--- src/rtl/core/assert_macros.svh ---
// ----------------------------------------------------------------------------
// Assertion macros
// Concurrent assertion wrappers used by the expander top. They compile to
// nothing when SYNTH is defined.
// ----------------------------------------------------------------------------
`ifndef ASSERT_MACROS_SVH
`define ASSERT_MACROS_SVH

`ifndef SYNTH
// Clocked assertion that is disabled while reset is active.
`define ASSERT_RST(lbl, clk, rst_n, prop) \
  lbl: assert property (@(posedge clk) disable iff (!rst_n) prop) \
    else $error("assertion failed");
// Clocked assertion that is checked during reset too.
`define ASSERT_ALWAYS(lbl, clk, prop) \
  lbl: assert property (@(posedge clk) prop) \
    else $error("assertion failed");
`else
`define ASSERT_RST(lbl, clk, rst_n, prop)
`define ASSERT_ALWAYS(lbl, clk, prop)
`endif

`endif

--- src/rtl/core/bmpx_pkg.sv ---
// ----------------------------------------------------------------------------
// bmpx_pkg
// Types, constants and color packing for the 4bpp palette expander.
// ----------------------------------------------------------------------------
`timescale 1ns / 1ps

package bmpx_pkg;

  localparam int unsigned TABLE_ENTRIES = 16;
  localparam int unsigned TABLE_AW      = 4;
  localparam int unsigned COLOR_W       = 16;
  localparam int unsigned WIDTH_W       = 9;
  localparam int unsigned CMP_W         = WIDTH_W + 2;
  localparam logic [WIDTH_W-1:0] WIDTH_RESET = 9'd320;
  localparam logic [WIDTH_W-1:0] WIDTH_LIMIT = 9'd511;

  // Input beat layout.
  localparam int unsigned IN_DATA_W    = 40;
  localparam int unsigned IDX_LSB      = 0;
  localparam int unsigned BLUE_LSB     = 4;
  localparam int unsigned GREEN_LSB    = 12;
  localparam int unsigned RED_LSB      = 20;
  localparam int unsigned PIXEL_LSB    = 28;

  // Configuration port.
  localparam int unsigned ADDR_W       = 3;
  localparam int unsigned REG_SEL_BIT  = 2;
  localparam logic        REG_IMAGE_WIDTH = 1'b0;

  typedef enum logic {
    MODE_PALETTE = 1'b0,
    MODE_PIXEL   = 1'b1
  } mode_e;

  typedef struct packed {
    logic                en;
    logic [TABLE_AW-1:0] addr;
    logic [COLOR_W-1:0]  data;
  } wr_req_t;

  typedef struct packed {
    logic                en;
    logic [TABLE_AW-1:0] addr_a;
    logic [TABLE_AW-1:0] addr_b;
  } rd_req_t;

  // Truncate to 5/6/5 bits and store the RGB565 word with its bytes swapped.
  function automatic logic [COLOR_W-1:0] pack_color(input logic [7:0] blue,
                                                    input logic [7:0] green,
                                                    input logic [7:0] red);
    logic [5:0] g6;
    g6 = green[7:2];
    return {g6[2:0], blue[7:3], red[7:3], g6[5:3]};
  endfunction

endpackage

--- src/rtl/core/bmpx_color_ram.sv ---
// ----------------------------------------------------------------------------
// bmpx_color_ram
// Palette memory: one write port and two registered read ports.
// ----------------------------------------------------------------------------
`timescale 1ns / 1ps

module bmpx_color_ram (
  input  logic                              clk_i,
  input  bmpx_pkg::wr_req_t                 wr_i,
  input  bmpx_pkg::rd_req_t                 rd_i,
  output logic [bmpx_pkg::COLOR_W-1:0]      rd_a_o,
  output logic [bmpx_pkg::COLOR_W-1:0]      rd_b_o
);
  import bmpx_pkg::*;

  logic [COLOR_W-1:0] mem_q [TABLE_ENTRIES];

  always_ff @(posedge clk_i) begin
    if (wr_i.en) begin
      mem_q[wr_i.addr] <= wr_i.data;
    end
  end

  // Read data holds between reads, so it doubles as the output register.
  always_ff @(posedge clk_i) begin
    if (rd_i.en) begin
      rd_a_o <= mem_q[rd_i.addr_a];
      rd_b_o <= mem_q[rd_i.addr_b];
    end
  end

endmodule

--- src/rtl/core/bmp_4bpp_palette_expander_top.sv ---
// ----------------------------------------------------------------------------
// bmp_4bpp_palette_expander_top
// Expands packed 4bpp bitmap rows into byte-swapped RGB565 pixel words.
// ----------------------------------------------------------------------------
//  Channel   Dir  Beat contents
//  s_axis    in   tuser: mode; tdata: entry_index, blue, green, red, pixel_byte
//  m_axis    out  tdata: color; tlast: end_of_row; tuser: last_of_item
//  APB       in   register 0 at address 0: image_width
//
//  A pixel byte gives one output beat per pixel that lies in the row: two
//  when both pixels lie in it, one when the low pixel is past the row end.
//  Palette loads and row padding bytes give no beat. The first beat is valid
//  the cycle after the accept, straight from the registered read port of the
//  palette memory. Reset clears the row position and sets image_width to 320;
//  the palette is undefined until loaded. While a byte waits in the output
//  stage the input is held off until its final beat leaves.
// ----------------------------------------------------------------------------
`timescale 1ns / 1ps
`include "assert_macros.svh"

module bmp_4bpp_palette_expander_top #(
  parameter int unsigned MAX_WIDTH = 320
) (
  input  logic                               clk_i,
  input  logic                               rst_ni,
  input  logic                               s_axis_tvalid,
  output logic                               s_axis_tready,
  // [3:0] entry_index, [11:4] blue, [19:12] green, [27:20] red,
  // [35:28] pixel_byte, [39:36] zero
  input  logic [bmpx_pkg::IN_DATA_W-1:0]     s_axis_tdata,
  // [0] mode
  input  logic                               s_axis_tuser,
  output logic                               m_axis_tvalid,
  input  logic                               m_axis_tready,
  // [15:0] color
  output logic [bmpx_pkg::COLOR_W-1:0]       m_axis_tdata,
  output logic                               m_axis_tlast,
  // [0] last_of_item
  output logic                               m_axis_tuser,
  input  logic                               psel,
  input  logic                               penable,
  input  logic                               pwrite,
  input  logic [bmpx_pkg::ADDR_W-1:0]        paddr,
  input  logic [31:0]                        pwdata,
  output logic [31:0]                        prdata,
  output logic                               pready
);
  import bmpx_pkg::*;

  localparam int unsigned EFF_MAX  = (MAX_WIDTH < 511) ? MAX_WIDTH : 511;
  localparam int unsigned MAX_LINE = (((EFF_MAX + 1) / 2 + 3) / 4) * 4;
  localparam int unsigned POS_W    = $clog2(MAX_LINE);
  localparam logic [WIDTH_W-1:0] W_MAX = WIDTH_W'(EFF_MAX);

  logic [WIDTH_W-1:0] width_q;
  logic [POS_W-1:0]   pos_q;
  logic               cfg_wr;

  logic               s_fire, m_fire, is_pix, pix_emit_fire, last_beat;
  logic [WIDTH_W-1:0] w_eff;
  logic [CMP_W-1:0]   w_c, data_c, line_c, pos_c, left_c, right_c, pos_inc, pos_nxt;
  logic               emit, has_right, eor_hi, eor_lo;

  logic               s1_valid_q, phase_q, two_q, eor_hi_q, eor_lo_q;

  wr_req_t            wr_req;
  rd_req_t            rd_req;
  logic [COLOR_W-1:0] rd_hi, rd_lo;

  // Configuration port.
  assign pready = 1'b1;
  assign cfg_wr = psel & penable & pwrite & pready &
                  (paddr[REG_SEL_BIT] == REG_IMAGE_WIDTH);

  always_comb begin
    prdata = '0;
    if (paddr[REG_SEL_BIT] == REG_IMAGE_WIDTH) begin
      prdata = {{(32 - WIDTH_W){1'b0}}, width_q};
    end
  end

  always_ff @(posedge clk_i or negedge rst_ni) begin
    if (!rst_ni) begin
      width_q <= WIDTH_RESET;
    end else if (cfg_wr) begin
      width_q <= pwdata[WIDTH_W-1:0];
    end
  end

  // Row geometry for the current beat.
  always_comb begin
    if (width_q == '0) begin
      w_eff = WIDTH_W'(1);
    end else if (width_q > W_MAX) begin
      w_eff = W_MAX;
    end else begin
      w_eff = width_q;
    end
    w_c       = CMP_W'(w_eff);
    data_c    = (w_c + CMP_W'(1)) >> 1;
    line_c    = (data_c + CMP_W'(3)) & ~CMP_W'(3);
    pos_c     = (CMP_W'(pos_q) >= line_c) ? '0 : CMP_W'(pos_q);
    emit      = pos_c < data_c;
    left_c    = pos_c << 1;
    right_c   = left_c + CMP_W'(1);
    has_right = right_c < w_c;
    eor_hi    = left_c == (w_c - CMP_W'(1));
    eor_lo    = right_c == (w_c - CMP_W'(1));
    pos_inc   = pos_c + CMP_W'(1);
    pos_nxt   = (pos_inc >= line_c) ? '0 : pos_inc;
  end

  // Handshakes. A new item may enter as the final beat of the last one leaves.
  assign last_beat     = phase_q | ~two_q;
  assign s_axis_tready = ~s1_valid_q | (m_axis_tready & last_beat);
  assign s_fire        = s_axis_tvalid & s_axis_tready;
  assign m_fire        = m_axis_tvalid & m_axis_tready;
  assign is_pix        = (s_axis_tuser == MODE_PIXEL);
  assign pix_emit_fire = s_fire & is_pix & emit;

  always_ff @(posedge clk_i or negedge rst_ni) begin
    if (!rst_ni) begin
      pos_q <= '0;
    end else if (cfg_wr) begin
      pos_q <= '0;
    end else if (s_fire && is_pix) begin
      pos_q <= pos_nxt[POS_W-1:0];
    end
  end

  // Palette writes land at the accept edge, so a later pixel byte always
  // reads the new entry and no forwarding path is needed.
  always_comb begin
    wr_req.en     = s_fire & ~is_pix;
    wr_req.addr   = s_axis_tdata[IDX_LSB +: TABLE_AW];
    wr_req.data   = pack_color(s_axis_tdata[BLUE_LSB +: 8],
                               s_axis_tdata[GREEN_LSB +: 8],
                               s_axis_tdata[RED_LSB +: 8]);
    rd_req.en     = pix_emit_fire;
    rd_req.addr_a = s_axis_tdata[PIXEL_LSB + TABLE_AW +: TABLE_AW];
    rd_req.addr_b = s_axis_tdata[PIXEL_LSB +: TABLE_AW];
  end

  bmpx_color_ram u_color_ram (
    .clk_i  (clk_i),
    .wr_i   (wr_req),
    .rd_i   (rd_req),
    .rd_a_o (rd_hi),
    .rd_b_o (rd_lo)
  );

  // Output stage: the high pixel goes out first, then the low pixel if any.
  always_ff @(posedge clk_i or negedge rst_ni) begin
    if (!rst_ni) begin
      s1_valid_q <= 1'b0;
      phase_q    <= 1'b0;
      two_q      <= 1'b0;
      eor_hi_q   <= 1'b0;
      eor_lo_q   <= 1'b0;
    end else if (pix_emit_fire) begin
      s1_valid_q <= 1'b1;
      phase_q    <= 1'b0;
      two_q      <= has_right;
      eor_hi_q   <= eor_hi;
      eor_lo_q   <= eor_lo;
    end else if (m_fire) begin
      if (last_beat) begin
        s1_valid_q <= 1'b0;
      end else begin
        phase_q <= 1'b1;
      end
    end
  end

  assign m_axis_tvalid = s1_valid_q;
  assign m_axis_tdata  = phase_q ? rd_lo : rd_hi;
  assign m_axis_tlast  = phase_q ? eor_lo_q : eor_hi_q;
  assign m_axis_tuser  = last_beat;

  `ASSERT_RST(a_lo_needs_two, clk_i, rst_ni, (s1_valid_q && phase_q) |-> two_q)
  `ASSERT_RST(a_pos_in_line, clk_i, rst_ni, (CMP_W'(pos_q) < line_c))
  `ASSERT_RST(a_row_end_single, clk_i, rst_ni, (s1_valid_q && eor_hi_q) |-> !two_q)
  `ASSERT_RST(a_second_beat, clk_i, rst_ni,
              (s1_valid_q && !phase_q && two_q && m_fire) |=> (s1_valid_q && phase_q))

endmodule
--- config.mk ---
export PLATFORM = sky130hd
export DESIGN_NAME = bmp_4bpp_palette_expander_top
export DESIGN_NICKNAME = d
export VERILOG_FILES = /design/src/rtl/core/bmpx_pkg.sv /design/src/rtl/core/bmpx_color_ram.sv /design/src/rtl/core/bmp_4bpp_palette_expander_top.sv
export VERILOG_INCLUDE_DIRS = /design/src /design/src/rtl/core
export SDC_FILE = /design/constraint.sdc
export NUM_CORES = 1
export LEC_CHECK = 0
export ABC_CLOCK_PERIOD_IN_PS = 16000
export BUFFER_PORTS_ARGS = -buffer_cell sky130_fd_sc_hd__buf_2
export CELL_PAD_IN_SITES_DETAIL_PLACEMENT = 1
export CELL_PAD_IN_SITES_GLOBAL_PLACEMENT = 1
export CORE_UTILIZATION = 40
export DETAILED_ROUTE_END_ITERATION = 7
export GPL_TIMING_DRIVEN = 0
export MAX_ROUTING_LAYER = met4
export PLACE_DENSITY = 0.69
export SLEW_MARGIN = 20
export SYNTH_ARGS = -nofsm -noshare
export SYNTH_HDL_FRONTEND = slang
export SYNTH_SLANG_ARGS = --single-unit
--- constraint.sdc ---
create_clock -name clk_i -period 16 [get_ports clk_i]
set_input_delay 2.4 -clock clk_i [delete_from_list [all_inputs] [get_ports clk_i]]
set_output_delay 2.4 -clock clk_i [all_outputs]
set_load 0.02 [all_outputs]
# Yosys cells after proc, flatten, opt, wreduce, memory -nomap -nowiden
# Memories as Yosys holds them, arrays and structs flattened. A register that Yosys moved wholly into a read port is not among the register bits.
# Cells that the tools add are included.
dict set report classes {
  addsub 5
  order_cmp 5
  eq_ne 3
  muxes 17
  bitwise_logic 15
  n_reduce_logical 7
}
# cell count
set ops {}
lappend ops {{2-to-1 mux 8 bit} 4}
lappend ops {{2-to-1 mux 9 bit} 3}
lappend ops {{adder 9 x 1 -> 10 bit, second input constant} 2}
lappend ops {{2-to-1 mux 16 bit} 1}
lappend ops {{== test 10 x 11 -> 1 bit} 1}
lappend ops {{== test 9 x 11 -> 1 bit} 1}
lappend ops {{adder 9 x 2 -> 10 bit, second input constant} 1}
lappend ops {{greater-or-equal comparator 8 x 10 -> 1 bit} 1}
lappend ops {{greater-or-equal comparator 9 x 10 -> 1 bit} 1}
lappend ops {{< comparator 10 x 9 -> 1 bit} 1}
lappend ops {{subtractor 9 x 1 -> 10 bit, second input constant} 1}
lappend ops {{adder 8 x 1 -> 9 bit, second input constant} 1}
lappend ops {{bitwise AND 1 bit} 9}
lappend ops {{greater-than comparator 9 bit, second input constant} 1}
lappend ops {{logical NOT 9 bit} 1}
lappend ops {{< comparator 8 x 9 -> 1 bit} 1}
lappend ops {{2-to-1 mux 1 bit} 9}
lappend ops {{nonzero test 2 bit} 3}
lappend ops {{NOT 1 bit} 4}
lappend ops {{AND reduction 2 bit} 2}
lappend ops {{!= test 2 bit, second input constant} 1}
lappend ops {{bitwise OR 1 bit} 2}
lappend ops {{logical AND 1 bit} 1}
dict set report word_totals {
  ff_bits 22
  ramBits 256
  inputBits 83
  output_inout_bits 53
  word_cells 60
  mem_count 1
}
# name words word_bits rd rd_ports_with_merged_regs write_ports line_no
set mem_list {}
lappend mem_list {u_color_ram.mem_q 16 16 2 2 1 bmpx_color_ram.sv:16} ;# logic [COLOR_W-1:0] mem_q [TABLE_ENTRIES];

# Longest topological paths before layout
# Gate-level depths: netlist of run 1.
dict set report depth {
  word_depth 12
  ltp_mapped 29
  ltp_nobuf 27
}

# By module
# A second synthesis of run 1 with hierarchy kept.
dict set report unflattened {
  hier_cells 939
  hier_area_um2 15567.4
}
# mod instances cells_each area_per_inst_um2
set by_module_without_submodules {}
lappend by_module_without_submodules {bmpx_color_ram 1 585 12689.7}
lappend by_module_without_submodules {bmp_4bpp_palette_expander_top 1 354 2877.8}

# Least setup slack after synthesis of run 1
# No wires, ideal clock.
dict set report synth_path {
  kind {register to register}
  start {register width_q[1]}
  end {register pos_q[2]}
  setup_ns 0.080
  t_arrival_ns 5.858
  required_ns 15.920
  path_slack_ns 10.061
  stages_incl_launch_ff 28
  cell_sequence {dfrtp_1 buf_2 nor4_2 a22o_1 ha_1 inv_1 nor3_2 xor2_1 o22ai_1 or4_1 xnor2_1 ha_1 o21a_1 a21oi_1 nand2_1 clkbuf_1 nor2_1 ha_1 nand3_1 nor2_1 xnor2_1 nor2_1 ha_1 a21o_1 a211oi_1 o211ai_1 o32ai_1 o2bb2ai_1}
}
dict set report synth_between {
  elab_chain_cells 12
  word_cells_on_any_way 13
  cone_classes {add/sub (3); order compare (3); mux (6); reduce/logical (1)}
}
# item line_no
set synth_rtl {}
lappend synth_rtl {{start, declared} bmp_4bpp_palette_expander_top.sv:55} ;# logic [WIDTH_W-1:0] width_q;
lappend synth_rtl {{start signal, assigned} bmp_4bpp_palette_expander_top.sv:86} ;# width_q <= pwdata[WIDTH_W-1:0];
lappend synth_rtl {{greater-than comparator 9 bit} bmp_4bpp_palette_expander_top.sv:94} ;# end else if (width_q > W_MAX) begin
lappend synth_rtl {{2-to-1 mux 9 bit} bmp_4bpp_palette_expander_top.sv:94}
lappend synth_rtl {{2-to-1 mux 9 bit *} bmp_4bpp_palette_expander_top.sv:92} ;# if (width_q == '0) begin
lappend synth_rtl {{adder 9 x 1 -> 10 bit *} bmp_4bpp_palette_expander_top.sv:100} ;# data_c = (w_c + CMP_W'(1)) >> 1;
lappend synth_rtl {{adder 9 x 2 -> 10 bit *} bmp_4bpp_palette_expander_top.sv:101} ;# line_c = (data_c + CMP_W'(3)) & ~CMP_W'(3);
lappend synth_rtl {{greater-or-equal comparator 8 x 10 -> 1 bit} bmp_4bpp_palette_expander_top.sv:102} ;# pos_c = (CMP_W'(pos_q) >= line_c) ? '0 : CMP_W'(pos_q);
lappend synth_rtl {{2-to-1 mux 8 bit} bmp_4bpp_palette_expander_top.sv:102}
lappend synth_rtl {{adder 8 x 1 -> 9 bit} bmp_4bpp_palette_expander_top.sv:109} ;# pos_inc = pos_c + CMP_W'(1);
lappend synth_rtl {{greater-or-equal comparator 9 x 10 -> 1 bit} bmp_4bpp_palette_expander_top.sv:110} ;# pos_nxt = (pos_inc >= line_c) ? '0 : pos_inc;
lappend synth_rtl {{2-to-1 mux 8 bit *} bmp_4bpp_palette_expander_top.sv:110}
lappend synth_rtl {{2-to-1 mux 8 bit *} bmp_4bpp_palette_expander_top.sv:126} ;# end else if (s_fire && is_pix) begin
lappend synth_rtl {{2-to-1 mux 8 bit *} bmp_4bpp_palette_expander_top.sv:124} ;# end else if (cfg_wr) begin
lappend synth_rtl {{end signal, assigned} bmp_4bpp_palette_expander_top.sv:127} ;# pos_q <= pos_nxt[POS_W-1:0];
lappend synth_rtl {{end, declared} bmp_4bpp_palette_expander_top.sv:56} ;# logic [POS_W-1:0] pos_q;
# Every way passes the cells marked *; elsewhere a longest branch is shown, timed or not. The select of a mux whose other input is x is not followed.
# A chain may end at the register's enable or synchronous reset.

# Worst setup path in the final report of run 1
dict set report layout_path {
  start {register width_q[7]}
  end {register pos_q[2]}
}
# Same word-level chain as after synthesis.

==> impl_metrics.xml, run 1 <==
<?xml version="1.0" encoding="UTF-8"?>
<metrics>
  <group name="outcome">
    <metric name="outcome" unit="">completed</metric>
  </group>
  <group name="routing">
    <metric name="antenna_violating_nets_post_route" unit="">0</metric>
    <metric name="drt-pass1-iter-count" unit="">6</metric>
    <metric name="drt_wl_total" unit="µm">42400</metric>
    <metric name="post_drt_via_cell_ratio" unit="">5.89</metric>
    <metric name="detail_route.iter0.violations" unit="">945</metric>
    <metric name="detailroute.via_count" unit="">9062</metric>
    <metric name="wl_per_cell" unit="µm">27.6</metric>
    <metric name="drcViolationCount" unit="">0</metric>
  </group>
  <group name="yosys">
    <metric name="post_synth_main_area_contributors" unit="">sky130_fd_sc_hd__edfxtp_1 56%, sky130_fd_sc_hd__mux4_2 23%, sky130_fd_sc_hd__dfrtp_1 3.2%, sky130_fd_sc_hd__ha_1 2.5%, sky130_fd_sc_hd__mux2_2 1.2%</metric>
    <metric name="sequential_area_share_after_synthesis" unit="%">59.7</metric>
    <metric name="number_of_library_cell_types_mapped_by_synthesis" unit="">72</metric>
    <metric name="ys_async_rst_share" unit="%">7.10</metric>
    <metric name="netlist_instances" unit="">866</metric>
    <metric name="synth_edf_count" unit="">288</metric>
    <metric name="synth-seq-cells" unit="">310</metric>
    <metric name="avgSynthCellArea" unit="µm²">17.8</metric>
    <metric name="post_synth_instance_area" unit="µm²">15400</metric>
    <metric name="area_share_of_the_leading_cell_type_in_the_synthesized_netlist" unit="%">56.1</metric>
    <metric name="post-synth-top-area-cell" unit="">sky130_fd_sc_hd__edfxtp_1</metric>
    <metric name="ys_dominant_reg_cell" unit="">sky130_fd_sc_hd__edfxtp_1</metric>
    <metric name="ys_warn_count" unit="">0</metric>
  </group>
  <group name="clock_tree">
    <metric name="clock_latency" unit="ns">0.53</metric>
    <metric name="cts_buffers" unit="">35</metric>
    <metric name="cts.reportedPaths.clkPinSlew" unit="ns">0.06</metric>
    <metric name="hold_buffers" unit="">0</metric>
    <metric name="tritoncts" unit="">built</metric>
    <metric name="h-tree-depth" unit="">2</metric>
    <metric name="cts-root-buf" unit="">sky130_fd_sc_hd__clkbuf_16</metric>
    <metric name="ctsResizeCount" unit="">0</metric>
    <metric name="clockBufferDepth" unit="">3</metric>
    <metric name="cts_sinks" unit="">310</metric>
    <metric name="post_cts.repair.setup_buffers" unit="">0</metric>
  </group>
  <group name="global_routing">
    <metric name="grt_pass1_wl" unit="µm">62400</metric>
    <metric name="first_global_vias" unit="">9588</metric>
    <metric name="grt_overflow_total" unit="">0</metric>
    <metric name="globalRouteTotalUtil" unit="%">23.1</metric>
    <metric name="grt_start_max_net_pins" unit="">23</metric>
    <metric name="number_of_antenna_violations_at_the_first_check_in_global_routing" unit="">0</metric>
  </group>
  <group name="sta">
    <metric name="slew_violations" unit="">0</metric>
    <metric name="max_slew_margin" unit="%">29.5</metric>
    <metric name="max_freq" unit="MHz">130</metric>
    <metric name="clock_skew" unit="ns">0.0179</metric>
    <metric name="min_period_over_period" unit="%">47.9</metric>
    <metric name="timing.final.crit_period" unit="ns">7.67</metric>
    <metric name="setup_viol" unit="">0</metric>
    <metric name="setup_total_negative_slack" unit="ns">0</metric>
    <metric name="final_hold_viol_count" unit="">0</metric>
    <metric name="rsz0062_at_grt" unit="">false</metric>
    <metric name="worst_pin_slew" unit="ns">1.06</metric>
  </group>
  <group name="floorplanning">
    <metric name="die_area" unit="µm²">39300</metric>
    <metric name="row_count" unit="">71</metric>
    <metric name="initial_utilization" unit="%">40.8</metric>
    <metric name="floorplan.core_area" unit="µm²">37800</metric>
    <metric name="pin_count" unit="">136</metric>
    <metric name="die_width" unit="µm">198</metric>
    <metric name="die_height" unit="µm">198</metric>
  </group>
  <group name="pwr">
    <metric name="cellPowerDensity" unit="nW/µm²">125</metric>
    <metric name="design_power_total" unit="W">0.00222</metric>
    <metric name="vdd.ir_drop.worst" unit="mV">0.100</metric>
    <metric name="cell_internal_power" unit="W">0.00157</metric>
    <metric name="power.share.sequential" unit="%">42.8</metric>
    <metric name="static-leakage-power" unit="nW">6.05</metric>
    <metric name="power_switching_share" unit="%">29.0</metric>
    <metric name="pwr-share-comb" unit="%">21.9</metric>
    <metric name="total_switching_power" unit="W">0.000643</metric>
    <metric name="clockPowerShare" unit="%">35.3</metric>
  </group>
  <group name="hold_path">
    <metric name="hold_path_depth" unit="">2</metric>
    <metric name="hold_path.class" unit="">reg -&gt; reg</metric>
  </group>
  <group name="setup_path">
    <metric name="worst-endpoint-required" unit="ns">16.45</metric>
    <metric name="worstRegToRegCells" unit="">29</metric>
    <metric name="critPathMaxStageDelay" unit="ns">0.60</metric>
    <metric name="worst_setup_path_start_kind" unit="">flip-flop</metric>
    <metric name="arrival" unit="ns">8.12</metric>
    <metric name="cp_slowest_cell" unit="">sky130_fd_sc_hd__or4_1</metric>
    <metric name="timing.critical_path.mode_cell" unit="">sky130_fd_sc_hd__ha_1</metric>
    <metric name="crit_type" unit="">reg -&gt; reg</metric>
    <metric name="worst_setup_path_end_kind" unit="">flip-flop</metric>
    <metric name="critical_path.max_fanout" unit="">10</metric>
  </group>
  <group name="placement">
    <metric name="port_buffers" unit="">65</metric>
    <metric name="gp_congestion" unit="">0.802</metric>
    <metric name="postPlaceCellArea" unit="µm²">16700</metric>
    <metric name="place.detailed.hpwl" unit="µm">28000</metric>
  </group>
  <group name="layout">
    <metric name="finalNetCount" unit="">1115</metric>
    <metric name="multiInputGateArea" unit="µm²">5940</metric>
    <metric name="share_of_cells_above_drive_strength_1" unit="%">37.8</metric>
    <metric name="layout.filler_cells" unit="">3659</metric>
    <metric name="antennaDiodeCount" unit="">0</metric>
    <metric name="final-seq-area" unit="µm²">9200</metric>
    <metric name="area_growth" unit="%">15.4</metric>
    <metric name="final_design_area_no_fill" unit="µm²">17800</metric>
  </group>
  <group name="run">
    <metric name="max_cap_violations" unit="">0</metric>
  </group>
</metrics>
layer usage:
| metal | up-vias | global-route usage [%] | wire, µm |
|---|---|---|---|
| met1 | 4755 | 29.8 | 17400 |
| met4 | 0 | 7.26 | 1070 |
| met3 | 78 | 4.58 | 3070 |
| li1 | 3827 | - | - |
| met2 | 402 | 36.9 | 20900 |
| met5 | - | - | 0 |
cell usage in the layout, fill, tap and decap left out, types with 17 or more instances in the layout:
cell and count:
sky130_fd_sc_hd__buf_2 88, sky130_fd_sc_hd__buf_4 32, sky130_fd_sc_hd__clkbuf_1 32, sky130_fd_sc_hd__clkbuf_16 35, sky130_fd_sc_hd__conb_1 25, sky130_fd_sc_hd__dfrtp_1 20, sky130_fd_sc_hd__edfxtp_1 288, sky130_fd_sc_hd__ha_1 31
sky130_fd_sc_hd__mux2_2 17, sky130_fd_sc_hd__mux4_2 160, sky130_fd_sc_hd__nand2_1 46, sky130_fd_sc_hd__nor2_1 26
power by group through the flow:
stage | sequential [W] | combinational, W | clock, W
floorplan | 0.000959 | 0.000329 | 0
global placement | 0.000964 | 0.000469 | 0
global route | 0.000952 | 0.000532 | 0.000821
CTS | 0.000949 | 0.000491 | 0.000795
detailed placement | 0.000965 | 0.000488 | 0
finish | 0.000948 | 0.000487 | 0.000782
logic make-up (layout without fill, tap and decap cells):
family / after synthesis / count (layout) / synth area share, %
muxes: 177 / 177 / 24.6
buffers and inverters: 95 / 233 / 3.08
and+or+nand+nor: 159 / 159 / 5.36
DFF: 310 / 310 / 59.7
adders and majority gates: 31 / 31 / 2.52
AOI/OAI and AO/OA: 71 / 71 / 3.41
other: 2 / 25 / 0.0487
xor gates and xnor gates: 21 / 21 / 1.28
flip-flops by register name, indices dropped and copies added, names as in the netlist:
name / count
u_color_ram.mem_q: 256
u_color_ram.rd_a_o: 16
u_color_ram.rd_b_o: 16
width_q: 9
pos_q: 8
eor_hi_q: 1
eor_lo_q: 1
m_axis_tvalid: 1
phase_q: 1
two_q: 1
worst paths after layout:
kind / start / endpoint / slack (ns)
max reg2reg: width_q[7] / pos_q[2] / 8.33
max in group asynchronous: rst_ni / pos_q[6] / 13.74
min reg2reg: eor_lo_q / eor_lo_q / 0.49
min in group asynchronous: rst_ni / width_q[5] / 1.87
max: width_q[7] / pos_q[2] / 8.33
min: eor_lo_q / eor_lo_q / 0.49
through the flow:
step	hold WS [ns]	instances	worst slack (ns)	util (%)
after floorplan	0.443	889	10.06	-
after CTS	0.494	1538	8.37	47.1
final	0.486	1538	8.33	47.1
after global placement	0.480	1465	8.23	43.6
after detailed placement	0.481	1475	8.40	44.2
after global routing	0.521	1538	7.74	47.1
synthesized netlist by cell type, drive strengths merged (3+ instances only):
cell and instances:
nand3 11, dfrtp 20, clkbuf 25, or4 3
a211oi 6, mux2 17, xnor2 11, o211ai 4
buf 52, a31oi 3, and3 9, nand2b 5
inv 17, o21ai 13, nor3 9, edfxtp 288
or2 3, a21oi 7, nor2 38, mux4 160
o21a 6, nand2 46, a21o 4, nor4 9
nor2b 9, ha 31, o31ai 6, nand4 3
xor2 9
worst max-delay path, delay by kind of cell (launching register included):
kind	cells	cell delay (ns)
compound gates	9	2.48
simple gates	8	2.03
fa+ha+maj	4	1.10
buf+inv	5	1.01
xor+xnor	3	0.60
flops	1	0.37
final cells by class:
class,count,share of cell area [%]
Sequential cell,310,51.7
Multi-Input combinational cell,484,33.4
Inverter,18,0.380
Clock buffer,43,5.09
Timing Repair Buffer,75,2.41
Clock inverter,20,1.11
Tap cell,511,3.59
Buffer,77,2.32
No activity file was read; power rests on OpenSTA's default activity.
==> run 2: changes to the inputs <==
--- a/config.mk
+++ b/config.mk
@@ -6,7 +6,8 @@
 export SDC_FILE = /design/constraint.sdc
 export NUM_CORES = 1
 export LEC_CHECK = 0
-export ABC_CLOCK_PERIOD_IN_PS = 16000
+export ABC_AREA = 1
+export ABC_CLOCK_PERIOD_IN_PS = 7200
 export BUFFER_PORTS_ARGS = -buffer_cell sky130_fd_sc_hd__buf_2
 export CELL_PAD_IN_SITES_DETAIL_PLACEMENT = 1
 export CELL_PAD_IN_SITES_GLOBAL_PLACEMENT = 1
@@ -14,7 +15,7 @@
 export DETAILED_ROUTE_END_ITERATION = 7
 export GPL_TIMING_DRIVEN = 0
 export MAX_ROUTING_LAYER = met4
-export PLACE_DENSITY = 0.69
+export PLACE_DENSITY = 0.74
 export SLEW_MARGIN = 20
 export SYNTH_ARGS = -nofsm -noshare
 export SYNTH_HDL_FRONTEND = slang
==> constraint.sdc (replaced) <==
create_clock -name clk_i -period 7.2 [get_ports clk_i]
set_input_delay 1.08 -clock clk_i [delete_from_list [all_inputs] [get_ports clk_i]]
set_output_delay 1.08 -clock clk_i [all_outputs]
set_load 0.02 [all_outputs]
==> run 2 against run 1 <==
Net effect:
- first-iteration DRC count up 110%
- critical endpoint is now pos_q[0]
- cell count grew 57%
- sequential cell count is the same
- die area grew 5.3%
- area after synthesis increased by 5.3%
- sequential share of layout area down 2.7 points
- synthesized cell count grew 100%
- highest routed layer unchanged
- setup slack lost 7.6 ns
- largest cell class unchanged
- utilization decreased by 0.12 points
- power increased by 130%
- sequential power up 120%
==> impl_metrics.xml, run 2 <==
<?xml version="1.0" encoding="UTF-8"?>
<metrics>
  <group name="yosys">
    <metric name="ys_dominant_reg_cell" unit="">sky130_fd_sc_hd__edfxtp_1</metric>
    <metric name="avgSynthCellArea" unit="µm²">9.39</metric>
    <metric name="synth-seq-cells" unit="">310</metric>
    <metric name="sequential_area_share_after_synthesis" unit="%">56.7</metric>
    <metric name="area_share_of_the_leading_cell_type_in_the_synthesized_netlist" unit="%">53.3</metric>
    <metric name="ys_async_rst_share" unit="%">7.10</metric>
    <metric name="number_of_library_cell_types_mapped_by_synthesis" unit="">40</metric>
    <metric name="ys_warn_count" unit="">0</metric>
    <metric name="yosys.cell_count.top_type" unit="">sky130_fd_sc_hd__nand2_1</metric>
    <metric name="post_synth_main_area_contributors" unit="">sky130_fd_sc_hd__edfxtp_1 53%, sky130_fd_sc_hd__nand2_1 6.9%, sky130_fd_sc_hd__o21ai_0 6.7%, sky130_fd_sc_hd__a21oi_1 6.1%, sky130_fd_sc_hd__inv_1 4.3%</metric>
    <metric name="post-synth-top-area-cell" unit="">sky130_fd_sc_hd__edfxtp_1</metric>
    <metric name="synth_top_cells_by_count" unit="">299 x sky130_fd_sc_hd__nand2_1, 288 x sky130_fd_sc_hd__edfxtp_1, 217 x sky130_fd_sc_hd__o21ai_0</metric>
    <metric name="netlist_instances" unit="">1730</metric>
    <metric name="synth_edf_count" unit="">288</metric>
    <metric name="post_synth_instance_area" unit="µm²">16200</metric>
  </group>
  <group name="placement">
    <metric name="gp_congestion" unit="">0.983</metric>
    <metric name="port_buffers" unit="">66</metric>
    <metric name="place.detailed.hpwl" unit="µm">48300</metric>
  </group>
  <group name="setup_path">
    <metric name="worst-endpoint-required" unit="ns">7.66</metric>
    <metric name="critPathMaxStageDelay" unit="ns">0.52</metric>
    <metric name="worst_setup_path_end_kind" unit="">flip-flop</metric>
    <metric name="reg2reg_to" unit="">pos_q[0]</metric>
    <metric name="cp_slowest_cell" unit="">sky130_fd_sc_hd__nor3_1</metric>
    <metric name="worst_setup_path_start_kind" unit="">flip-flop</metric>
    <metric name="arrival" unit="ns">6.92</metric>
    <metric name="critical_path.max_fanout" unit="">9</metric>
    <metric name="crit_type" unit="">reg -&gt; reg</metric>
    <metric name="timing.critical_path.mode_cell" unit="">sky130_fd_sc_hd__nand2_1</metric>
    <metric name="worst_r2r_startpoint" unit="">width_q[0]</metric>
    <metric name="worstRegToRegCells" unit="">35</metric>
    <metric name="r2r_slack" unit="ns">0.74</metric>
  </group>
  <group name="routing">
    <metric name="detail_route.iter0.violations" unit="">1945</metric>
    <metric name="post_drt_via_cell_ratio" unit="">6.09</metric>
    <metric name="drt_wl_total" unit="µm">70900</metric>
    <metric name="wl_per_cell" unit="µm">29.3</metric>
    <metric name="antenna_violating_nets_post_route" unit="">0</metric>
    <metric name="drcViolationCount" unit="">0</metric>
    <metric name="detailroute.via_count" unit="">14700</metric>
    <metric name="drt-pass1-iter-count" unit="">6</metric>
  </group>
  <group name="layout">
    <metric name="final_core_util" unit="%">47.0</metric>
    <metric name="share_of_cells_above_drive_strength_1" unit="%">11.8</metric>
    <metric name="layout.cells.most_common_list" unit="">299 x sky130_fd_sc_hd__nand2_1, 288 x sky130_fd_sc_hd__edfxtp_1, 217 x sky130_fd_sc_hd__o21ai_0, 199 x sky130_fd_sc_hd__a21oi_1, 185 x sky130_fd_sc_hd__inv_1</metric>
    <metric name="largest_register_ff_count" unit="">256</metric>
    <metric name="regMostFlops" unit="">u_color_ram.mem_q</metric>
    <metric name="biggestRegsByFlops" unit="">u_color_ram.mem_q (256), u_color_ram.rd_a_o (16), u_color_ram.rd_b_o (16)</metric>
    <metric name="mostFrequentLayoutCell" unit="">sky130_fd_sc_hd__nand2_1</metric>
    <metric name="finalNetCount" unit="">1978</metric>
    <metric name="area_growth" unit="%">15.5</metric>
    <metric name="layout.filler_cells" unit="">4560</metric>
  </group>
  <group name="sta">
    <metric name="min_period_over_period" unit="%">89.7</metric>
    <metric name="clock_skew" unit="ns">0.0286</metric>
    <metric name="final_hold_viol_count" unit="">0</metric>
    <metric name="slew_violations" unit="">0</metric>
    <metric name="max_slew_margin" unit="%">23.6</metric>
    <metric name="max_freq" unit="MHz">155</metric>
    <metric name="rsz0062_at_grt" unit="">false</metric>
    <metric name="worst_pin_slew" unit="ns">1.15</metric>
    <metric name="timing.final.crit_period" unit="ns">6.46</metric>
    <metric name="setup_viol" unit="">0</metric>
  </group>
  <group name="global_routing">
    <metric name="first_global_vias" unit="">14700</metric>
    <metric name="number_of_antenna_violations_at_the_first_check_in_global_routing" unit="">1</metric>
    <metric name="grt_pass1_wl" unit="µm">101000</metric>
    <metric name="grt_overflow_total" unit="">0</metric>
    <metric name="globalRouteTotalUtil" unit="%">35.4</metric>
    <metric name="grt_start_max_net_pins" unit="">28</metric>
  </group>
  <group name="outcome">
    <metric name="outcome" unit="">completed</metric>
  </group>
  <group name="pwr">
    <metric name="power_switching_share" unit="%">33.3</metric>
    <metric name="design_power_total" unit="W">0.00518</metric>
    <metric name="cellPowerDensity" unit="nW/µm²">276</metric>
    <metric name="pwr-share-comb" unit="%">23.6</metric>
    <metric name="static-leakage-power" unit="nW">7.38</metric>
    <metric name="cell_internal_power" unit="W">0.00346</metric>
    <metric name="total_switching_power" unit="W">0.00172</metric>
    <metric name="clockPowerShare" unit="%">35.8</metric>
    <metric name="power.share.sequential" unit="%">40.6</metric>
    <metric name="vdd.ir_drop.worst" unit="mV">0.189</metric>
  </group>
  <group name="hold_path">
    <metric name="timing.hold.worst.start" unit="">eor_lo_q</metric>
    <metric name="hold_path_depth" unit="">2</metric>
    <metric name="hold_path.class" unit="">reg -&gt; reg</metric>
    <metric name="min_delay_worst_endpoint" unit="">eor_lo_q</metric>
  </group>
  <group name="clock_tree">
    <metric name="h-tree-depth" unit="">2</metric>
    <metric name="cts_buffers" unit="">37</metric>
    <metric name="cts_sinks" unit="">310</metric>
    <metric name="ctsResizeCount" unit="">0</metric>
    <metric name="hold_buffers" unit="">0</metric>
    <metric name="clock_latency" unit="ns">0.57</metric>
    <metric name="tritoncts" unit="">built</metric>
    <metric name="clockBufferDepth" unit="">3</metric>
    <metric name="post_cts.repair.setup_buffers" unit="">0</metric>
    <metric name="cts-root-buf" unit="">sky130_fd_sc_hd__clkbuf_16</metric>
    <metric name="cts.reportedPaths.clkPinSlew" unit="ns">0.06</metric>
  </group>
  <group name="floorplanning">
    <metric name="die_area" unit="µm²">41400</metric>
    <metric name="pin_count" unit="">136</metric>
    <metric name="row_count" unit="">73</metric>
    <metric name="floorplan.core_area" unit="µm²">39900</metric>
    <metric name="initial_utilization" unit="%">40.7</metric>
    <metric name="die_height" unit="µm">203</metric>
    <metric name="die_width" unit="µm">203</metric>
  </group>
  <group name="run">
    <metric name="max_cap_violations" unit="">0</metric>
  </group>
</metrics>
## run 2: cell count changes after synthesis, sizes merged, moves of 21 or more
cell / delta
nand2: +265
o21ai: +206
a21oi: +193
inv: +176
mux4: -160
nand3: +127
o211ai: +66
clkbuf: +54
o221ai: +21
## run 2: logic make-up after synthesis
kind of cell | count (synthesis) | synth area share, %
other | 2 | 0.0462
xor gates and xnor gates | 14 | 0.755
buffers and inverters | 328 | 8.25
AOI/OAI and AO/OA | 525 | 17.9
adders and majority gates | 31 | 2.39
DFF | 310 | 56.7
and+or+nand+nor | 520 | 14.0
## run 2: final cells by class
class / count / area (µm²) / share of cell area (%)
antenna: 3 / 7.51 / 0.0400
multi-input combinational: 1115 / 5910 / 31.5
clock inverter: 21 / 159 / 0.847
buffer: 133 / 608 / 3.24
inverter: 195 / 732 / 3.90
sequential: 310 / 9200 / 49.0
tap: 525 / 657 / 3.50
clock buffer: 46 / 1000 / 5.34
timing repair buffer: 72 / 480 / 2.56
## run 2: worst max-delay path by stage
stage / endpoint / from
after detailed placement: pos_q[2] / width_q[0]
after CTS: pos_q[2] / width_q[0]
after global placement: two_q / width_q[0]
after global routing: pos_q[2] / width_q[0]
final: pos_q[0] / width_q[0]
after floorplan: two_q / width_q[6]
## run 2: stage by stage
step | cell area, µm² | setup slack, ns | std cells | hold WS [ns] | setup TNS (ns)
final | 18800 | 0.743 | 2420 | 0.481 | 0
after floorplan | 16300 | 1.39 | 1753 | 0.449 | 0
after CTS | 18800 | 0.776 | 2417 | 0.485 | 0
after detailed placement | 17600 | 0.816 | 2350 | 0.469 | 0
after global placement | 17300 | -0.298 | 2344 | 0.468 | -0.537
after global routing | 18800 | 0.202 | 2418 | 0.517 | 0
## run 2: critical path, delay by kind of cell, from the launching register on
kind / cells / cell delay (ns)
buffers and inverters: 6 / 0.66
xor gates and xnor gates: 2 / 0.54
AOI/OAI and AO/OA: 4 / 0.54
adders and majority gates: 4 / 0.96
and+or+nand+nor: 19 / 3.19
DFF: 1 / 0.43
## run 2: metal layers
layer	vias up	global-route usage [%]	part of all wire [%]
li1	6320	-	-
met1	7191	44.2	39
met2	977	53.7	45
met3	240	9.08	11
met4	0	16.6	4.9
met5	-	-	0
## run 2: power groups by stage
stage	clock network, W	registers (W)	logic, W
detailed placement	0	0.00214	0.00121
CTS	0.00186	0.00210	0.00121
global route	0.00191	0.00211	0.00133
floorplan	0	0.00213	0.000737
global placement	0	0.00214	0.00115
finish	0.00186	0.00210	0.00122
